===== src/hw/rtl/sba_pkg.sv =====
// shared types and codes for the slot bitmap allocator
// no dependencies
`default_nettype none

package sba_pkg;

	localparam int MAP_BYTES_DEF = 32;

	localparam logic [5:0] MAP_BYTES_RST  = 6'd32;
	localparam logic [8:0] SLOT_COUNT_RST = 9'd256;

	typedef enum logic [1:0] {
		KIND_CLAIM   = 2'd0,
		KIND_RELEASE = 2'd1,
		KIND_QUERY   = 2'd2,
		KIND_SPARE   = 2'd3
	} kind_t;

	typedef enum logic [1:0] {
		ST_OK    = 2'd0,
		ST_SAME  = 2'd1,
		ST_RANGE = 2'd2
	} status_t;

	typedef enum logic {
		REG_MAP_BYTES  = 1'b0,
		REG_SLOT_COUNT = 1'b1
	} reg_idx_t;

	// word traveling down the cell chain
	typedef struct packed {
		logic       vld;
		logic       upd;
		logic       rel;
		logic [5:0] byte_sel;
		logic [2:0] bit_pos;
		status_t    status;
		logic       found;
		logic [8:0] first;
		logic       free_seen;
	} scan_t;

endpackage

`default_nettype wire


===== src/hw/rtl/slot_bitmap_allocator_top.sv =====
// Slot bitmap allocator: keeps one occupancy bit per record slot in a chain
// of MAP_BYTES byte cells. A request is taken when start is high and busy is
// low; a word then walks the chain one cell per clock, each cell applying the
// claim or release if it owns the slot and adding its byte to the first-free
// and full search. The result appears on done for a single cycle once the
// word has passed launch_q and all cell registers, and cannot be held off;
// busy drops the cycle after, so requests never overlap. The map is cleared
// by reset. Configuration goes in through cfg_we / cfg_idx / cfg_wdata; the
// user must write it only while busy is low, as the block does not check.
`default_nettype none

module slot_bitmap_allocator_top #(
	parameter int MAP_BYTES = sba_pkg::MAP_BYTES_DEF
) (
	input  wire logic       clk,
	input  wire logic       arst_n,
	input  wire logic       cfg_we,
	input  wire logic       cfg_idx,
	input  wire logic [8:0] cfg_wdata,
	input  wire logic       start,
	input  wire logic [1:0] kind,
	input  wire logic [8:0] slot_number,
	output logic            busy,
	output logic            done,
	output logic [1:0]      status,
	output logic [8:0]      first_free,
	output logic            full_res
);
	import sba_pkg::*;

	localparam logic [7:0] MAP_LIM = 8'(MAP_BYTES);

	logic [5:0] map_bytes_q;
	logic [8:0] slot_count_q;
	logic       busy_q;
	scan_t      launch_q;
	scan_t      link [MAP_BYTES + 1];

	logic       accept;
	logic       is_upd;
	logic [8:0] slot_idx;
	logic       in_range;
	scan_t      launch_nxt;

	always_comb begin
		accept   = start && !busy_q;
		is_upd   = (kind == KIND_CLAIM) || (kind == KIND_RELEASE);
		slot_idx = slot_number - 9'd1;
		in_range = (slot_number != 9'd0) && ({2'b0, slot_idx[8:3]} < MAP_LIM)
			&& (slot_idx[8:3] < map_bytes_q);

		launch_nxt           = '0;
		launch_nxt.vld       = accept;
		launch_nxt.upd       = is_upd && in_range;
		launch_nxt.rel       = kind == KIND_RELEASE;
		launch_nxt.byte_sel  = slot_idx[8:3];
		launch_nxt.bit_pos   = slot_idx[2:0];
		launch_nxt.status    = (is_upd && !in_range) ? ST_RANGE : ST_OK;
	end

	always_ff @(posedge clk or negedge arst_n) begin
		if (!arst_n) begin
			map_bytes_q  <= MAP_BYTES_RST;
			slot_count_q <= SLOT_COUNT_RST;
			busy_q       <= 1'b0;
			launch_q     <= '0;
		end else begin
			if (cfg_we) begin
				unique case (reg_idx_t'(cfg_idx))
					REG_MAP_BYTES:  map_bytes_q  <= cfg_wdata[5:0];
					REG_SLOT_COUNT: slot_count_q <= cfg_wdata;
				endcase
			end
			launch_q <= launch_nxt;
			if (accept) begin
				busy_q <= 1'b1;
			end else if (link[MAP_BYTES].vld) begin
				busy_q <= 1'b0;
			end
		end
	end

	assign link[0] = launch_q;

	for (genvar i = 0; i < MAP_BYTES; i++) begin : g_cell
		sba_cell #(
			.CELL_IDX(i)
		) u_cell (
			.clk       (clk),
			.arst_n    (arst_n),
			.map_bytes (map_bytes_q),
			.slot_count(slot_count_q),
			.scan_in   (link[i]),
			.scan_out  (link[i + 1])
		);
	end

	assign busy       = busy_q;
	assign done       = link[MAP_BYTES].vld;
	assign status     = link[MAP_BYTES].status;
	assign first_free = link[MAP_BYTES].first;
	assign full_res   = !link[MAP_BYTES].free_seen;

endmodule

`default_nettype wire


===== src/hw/rtl/sba_cell.sv =====
// one byte of the occupancy map with its share of the search
// depends on sba_pkg
`default_nettype none

module sba_cell #(
	parameter int CELL_IDX = 0
) (
	input  wire logic          clk,
	input  wire logic          arst_n,
	input  wire logic [5:0]    map_bytes,
	input  wire logic [8:0]    slot_count,
	input  wire sba_pkg::scan_t scan_in,
	output sba_pkg::scan_t     scan_out
);
	import sba_pkg::*;

	localparam logic [9:0] BASE = 10'(CELL_IDX * 8);
	localparam logic [6:0] IDX7 = 7'(CELL_IDX);

	logic [7:0] byte_q;
	scan_t      scan_q;

	logic       hit;
	logic [7:0] bit_m;
	logic       used;
	logic       same;
	logic [7:0] byte_nxt;
	logic [7:0] free_b;
	logic [7:0] cnt_m;
	logic [2:0] ff_pos;
	logic [9:0] ff_slot;
	logic       searched;
	scan_t      scan_nxt;

	always_comb begin
		hit   = scan_in.vld && scan_in.upd && ({1'b0, scan_in.byte_sel} == IDX7);
		bit_m = 8'h80 >> scan_in.bit_pos;
		used  = |(byte_q & bit_m);
		same  = hit && (scan_in.rel ? !used : used);
		if (hit && !same) begin
			byte_nxt = scan_in.rel ? (byte_q & ~bit_m) : (byte_q | bit_m);
		end else begin
			byte_nxt = byte_q;
		end
		free_b = ~byte_nxt;
		ff_pos = '0;
		for (int j = 7; j >= 0; j--) begin
			if (free_b[7 - j]) begin
				ff_pos = 3'(j);
			end
		end
		for (int j = 0; j < 8; j++) begin
			cnt_m[7 - j] = (BASE + 10'(j)) < {1'b0, slot_count};
		end
		ff_slot  = BASE + {7'b0, ff_pos} + 10'd1;
		searched = IDX7 < {1'b0, map_bytes};

		scan_nxt = scan_in;
		if (same) begin
			scan_nxt.status = ST_SAME;
		end
		if (!scan_in.found && searched && (|free_b)) begin
			scan_nxt.found = 1'b1;
			scan_nxt.first = ff_slot[8:0];
		end
		scan_nxt.free_seen = scan_in.free_seen || (|(free_b & cnt_m));
	end

	always_ff @(posedge clk or negedge arst_n) begin
		if (!arst_n) begin
			byte_q <= '0;
			scan_q <= '0;
		end else begin
			scan_q <= scan_nxt;
			if (scan_in.vld) begin
				byte_q <= byte_nxt;
			end
		end
	end

	assign scan_out = scan_q;

endmodule

`default_nettype wire


===== config.mk =====
export PLATFORM = sky130hd
export DESIGN_NAME = slot_bitmap_allocator_top
export DESIGN_NICKNAME = d
export VERILOG_FILES = /design/src/hw/rtl/sba_pkg.sv /design/src/hw/rtl/slot_bitmap_allocator_top.sv /design/src/hw/rtl/sba_cell.sv
export SDC_FILE = /design/constraint.sdc
export NUM_CORES = 2
export LEC_CHECK = 0
export BUFFER_PORTS_ARGS = -buffer_cell sky130_fd_sc_hd__buf_2
export CAP_MARGIN = 10
export CORE_UTILIZATION = 60
export DETAILED_ROUTE_END_ITERATION = 16
export GPL_ROUTABILITY_DRIVEN = 0
export GPL_TIMING_DRIVEN = 0
export PLACE_DENSITY = 0.73
export SETUP_SLACK_MARGIN = 0.15
export SYNTH_ARGS = -nofsm -noshare
export SYNTH_HDL_FRONTEND = slang
export SYNTH_SLANG_ARGS = --single-unit

===== constraint.sdc =====
create_clock -name clk -period 4.3 [get_ports clk]
set_clock_uncertainty 0.2 [all_clocks]
set_input_delay 0.43 -clock clk [delete_from_list [all_inputs] [get_ports clk]]
set_output_delay 0.43 -clock clk [all_outputs]
set_load 0.02 [all_outputs]

==> results by group <==
Clock network
  • Root buffer cell: clkbuf_16
  • H-tree levels: 3
  • Clock latency on the worst-skew pair: 0.68 ns
  • CTS Buf Count: 104
  • Clock Sinks: 1016
  • Clock Pin Slew Worst Setup and Hold Paths: 0.06 ns
  • # Post-CTS Setup Buffers: 0
  • CTS tree: yes
  • Clock tree buffer depth: 3

Yosys
  • Syn Area/Cell: 10.50 sq um
  • Post-synthesis mux area share: 7.018%
  • Synth area leader: dfrtp_1
  • Synth async-reset ratio: 100.0%
  • Post-synth top area share: 53.87%
  • Post-synth top flop: dfrtp_1
  • Largest family of logic cells by synthesized area: simple AND/OR/NAND/NOR gates
  • Post-synthesis sequential area ratio: 53.98%
  • Post-synth EDFFs: 0
  • FF+latch count, synth: 1016
  • Adder-cell share of the synthesized area: 1.408%
  • Mapped Area: 47100 sq um
  • Simple-gate share of the synthesized area: 17.07%
  • Post-Synth XOR/XNOR Area: 0.9669%
  • Top cells by area, synth: dfrtp_1, o21ai_0, a21oi_1
  • Total nets after synthesis: 4564
  • Compound-gate portion of the synthesized area: 15.84%
  • Synth Instances: 4486
  • Yosys cell types: 111
  • Synth Warn #: 0

Floorplanning
  • Initial Util: 60.70%
  • Core outline area: 77590 sq um
  • Die width: 282.2 microns
  • Chip Height: 282.2 microns
  • Total I/O pin count: 39
  • Num rows: 102
  • Die area: 79630 sq um

Detailed routing
  • Drt pass-1 iters: 6
  • Detailed Route WL: 130.2 mm
  • Initial DRC count: 4083
  • WL per Instance: 22.46 microns
  • Via Count: 36880
  • Final ANT Viol Nets: 0
  • DRC viols: 0
  • Vias/cell: 6.360

Finish
  • Most common cell after layout, fill and taps aside: dfrtp_1
  • Final instance area: 53000 sq um
  • Post-Route Utilization: 68.30%
  • Share of cells above drive strength 1: 11.23%
  • Most frequent cells in the layout: dfrtp_1, nand2_1, o21ai_0, a21oi_1, nor2_1
  • Area Growth Syn to Fin: 12.52%
  • Nets: 4750

Power and ir drop
  • P_sw: 6215 uW
  • Seq pwr share: 46.8%
  • Internal power: 17440 uW
  • Pleak: 0.02323 uW
  • Power Density: 446.4 nW/um^2
  • Combinational share of power: 11.8%
  • Worst vdd ir: 0.0004971 V
  • Clk pwr share: 41.4%
  • Switching share of total power: 26.27%

Run status
  • Status: finished, violations left
  • Violated checks: max-capacitance violations, max-slew violations

STA
  • RSZ-0062 raised after global routing: no
  • Final min period: 4.055 ns
  • Count of final setup violators: 0
  • Total Neg Setup Slack: 0 ns
  • Hold WS: 0.05010 ns
  • Slew Limit Fails: 7
  • Worst-margin pin slew: 1.524 ns
  • Final Cycle Share: 94.29%
  • Slew HR: -1.617%
  • Hold Violations, Final: 0
  • Max Fclk: 0.2466 GHz

Global route
  • Initial antenna violation count: 5
  • Largest net degree at the start of global routing: 133
  • First-pass GRT wire length: 200.9 mm
  • Global Route Usage Sum: 33.03%
  • Vias in the first global route: 34750
  • Grt total ovfl: 0

Worst setup path
  • Startpoint Class: flip-flop
  • Critical path class: flip-flop to flip-flop
  • CP arrival: 4.37 ns
  • CP endpoint kind: flip-flop
  • CP Max Fanout: 10
  • Required @ worst endpoint: 4.61 ns

Job
  • Max Cap Violations: 1

Place
  • Port-buffer cells: 38
  • Detail Placement HPWL: 92.64 mm
  • Placed Area: 48900 sq um

Worst hold path
  • Worst hold-check path type: primary input to async pin
-- power groups by stage --
stage / registers [uW] / clock network, uW / logic, uW
6_report: 11100 / 9800 / 2790
5_1_grt: 11100 / 10300 / 2990
4_1_cts: 11100 / 9880 / 2710
3_5_place_dp: 11200 / 0 / 2660
3_3_place_gp: 11200 / 0 / 2600
2_1_floorplan: 11000 / 0 / 1670
-- layout make-up --
cell class,instances,area [sq um]
sequential,1016,25430
clock buffer,139,2995
fill,5869,24590
timing repair buffer,80,775.7
multi-input combinational,3030,19980
tap,1040,1301
clock inverter,49,758.2
antenna,5,12.51
buffer,197,840.8
inverter,243,912.1
-- repair_timing --
item                                   CTS  global route
hold buffers                            29             0
gates resized for setup                  1             9
endpoints found under the hold margin  416             0
setup endpoints to repair                1            16
-- cells in the mapped netlist, types with 15 or more instances --
library cell and number:
o211ai_1 15, a21o_1 43, dfrtp_1 1014, nor4b_1 18, nor2b_1 51, nand2_1 367
ha_1 53, a22oi_1 15, and3_1 30, nand2b_1 139, inv_1 241, nor4_1 40
o22ai_1 32, a21oi_1 276, nor3b_1 19, or3_1 29, xnor2_1 41, nand3_1 94
a21boi_0 27, a41oi_1 22, or4_1 17, o21ai_0 336, nor2_1 274, mux2i_1 112
o21a_1 23, or2_2 35, nand4_1 60, o31ai_1 68, and4b_1 16, a31oi_1 109
and2_1 93, nand3b_1 28, mux2_2 105, o41ai_1 22, mux4_2 43, buf_2 26
nand4b_1 19, nor3_1 88, clkbuf_1 147
-- stage by stage --
| stage | cells | power, uW | worst slack [ns] |
|---|---|---|---|
| 2_1_floorplan | 4486 | 12660 | 0.9248 |
| 6_report | 5799 | 23660 | 0.2453 |
| 3_5_place_dp | 5576 | 13870 | 0.1805 |
| 5_1_grt | 5794 | 24440 | 0.1533 |
| 3_3_place_gp | 5564 | 13820 | -18.52 |
| 4_1_cts | 5793 | 23650 | 0.1966 |
-- per-layer routing --
| metal | GRT usage (%) | share of wire, % | wire, microns |
|---|---|---|---|
| met1 | 46.49 | 42 | 54410 |
| met2 | 50.03 | 45 | 58640 |
| met3 | 6.608 | 8.6 | 11210 |
| met4 | 14.47 | 4.6 | 5947 |
| met5 | 0 | 0.013 | 17 |
-- registers in the layout, indices dropped and copies added, names as in the netlist --
| signal | flops |
|---|---|
| slot_count_q | 9 |
| g_cell.u_cell.byte_q | 256 |
| busy | 1 |
| launch_q | 13 |
| g_cell.u_cell.scan_out | 731 |
| map_bytes_q | 6 |
-- final timing paths --
| path | from | cells after the start | slack [ns] | end |
|---|---|---|---|---|
| worst max-delay path | map_bytes_q[1]$_DFFE_PN0P_ | 10 | 0.25 | g_cell[22].u_cell.scan_out[3]$_DFF_PN0_ |
| worst min-delay path | arst_n | 2 | 0.05 | g_cell[17].u_cell.scan_out[16]$_DFF_PN0_ |
| worst max register to register | map_bytes_q[1]$_DFFE_PN0P_ | 10 | 0.25 | g_cell[22].u_cell.scan_out[3]$_DFF_PN0_ |
| worst min register to register | g_cell[14].u_cell.scan_out[18]$_DFF_PN0_ | 0 | 0.16 | g_cell[15].u_cell.scan_out[18]$_DFF_PN0_ |
| max in group asynchronous | arst_n | 7 | 1.14 | g_cell[2].u_cell.scan_out[18]$_DFF_PN0_ |
| min in group clk | cfg_we | 4 | 0.09 | map_bytes_q[1]$_DFFE_PN0P_ |
-- kinds of logic after synthesis --
kind of cell             count (synthesis)
AO/OA/AOI/OAI                         1168
flip-flops                            1016
adder cells (fa/ha/maj)                 53
XOR/XNOR                                52
buffers and inverters                  440
multiplexers                           262
AND/OR/NAND/NOR                       1495
-- critical path, stage by stage, from the launching register on --
cell	delay, ns
dfrtp_1	0.33
clkbuf_1	0.63
inv_1	0.32
nor2_2	0.63
nand2_1	0.27
nand2_1	0.14
a21oi_1	0.09
nor2_1	0.33
o21ai_0	0.20
clkbuf_1	0.30
o21ai_0	0.44
No activity file was read; power rests on OpenSTA's default activity.
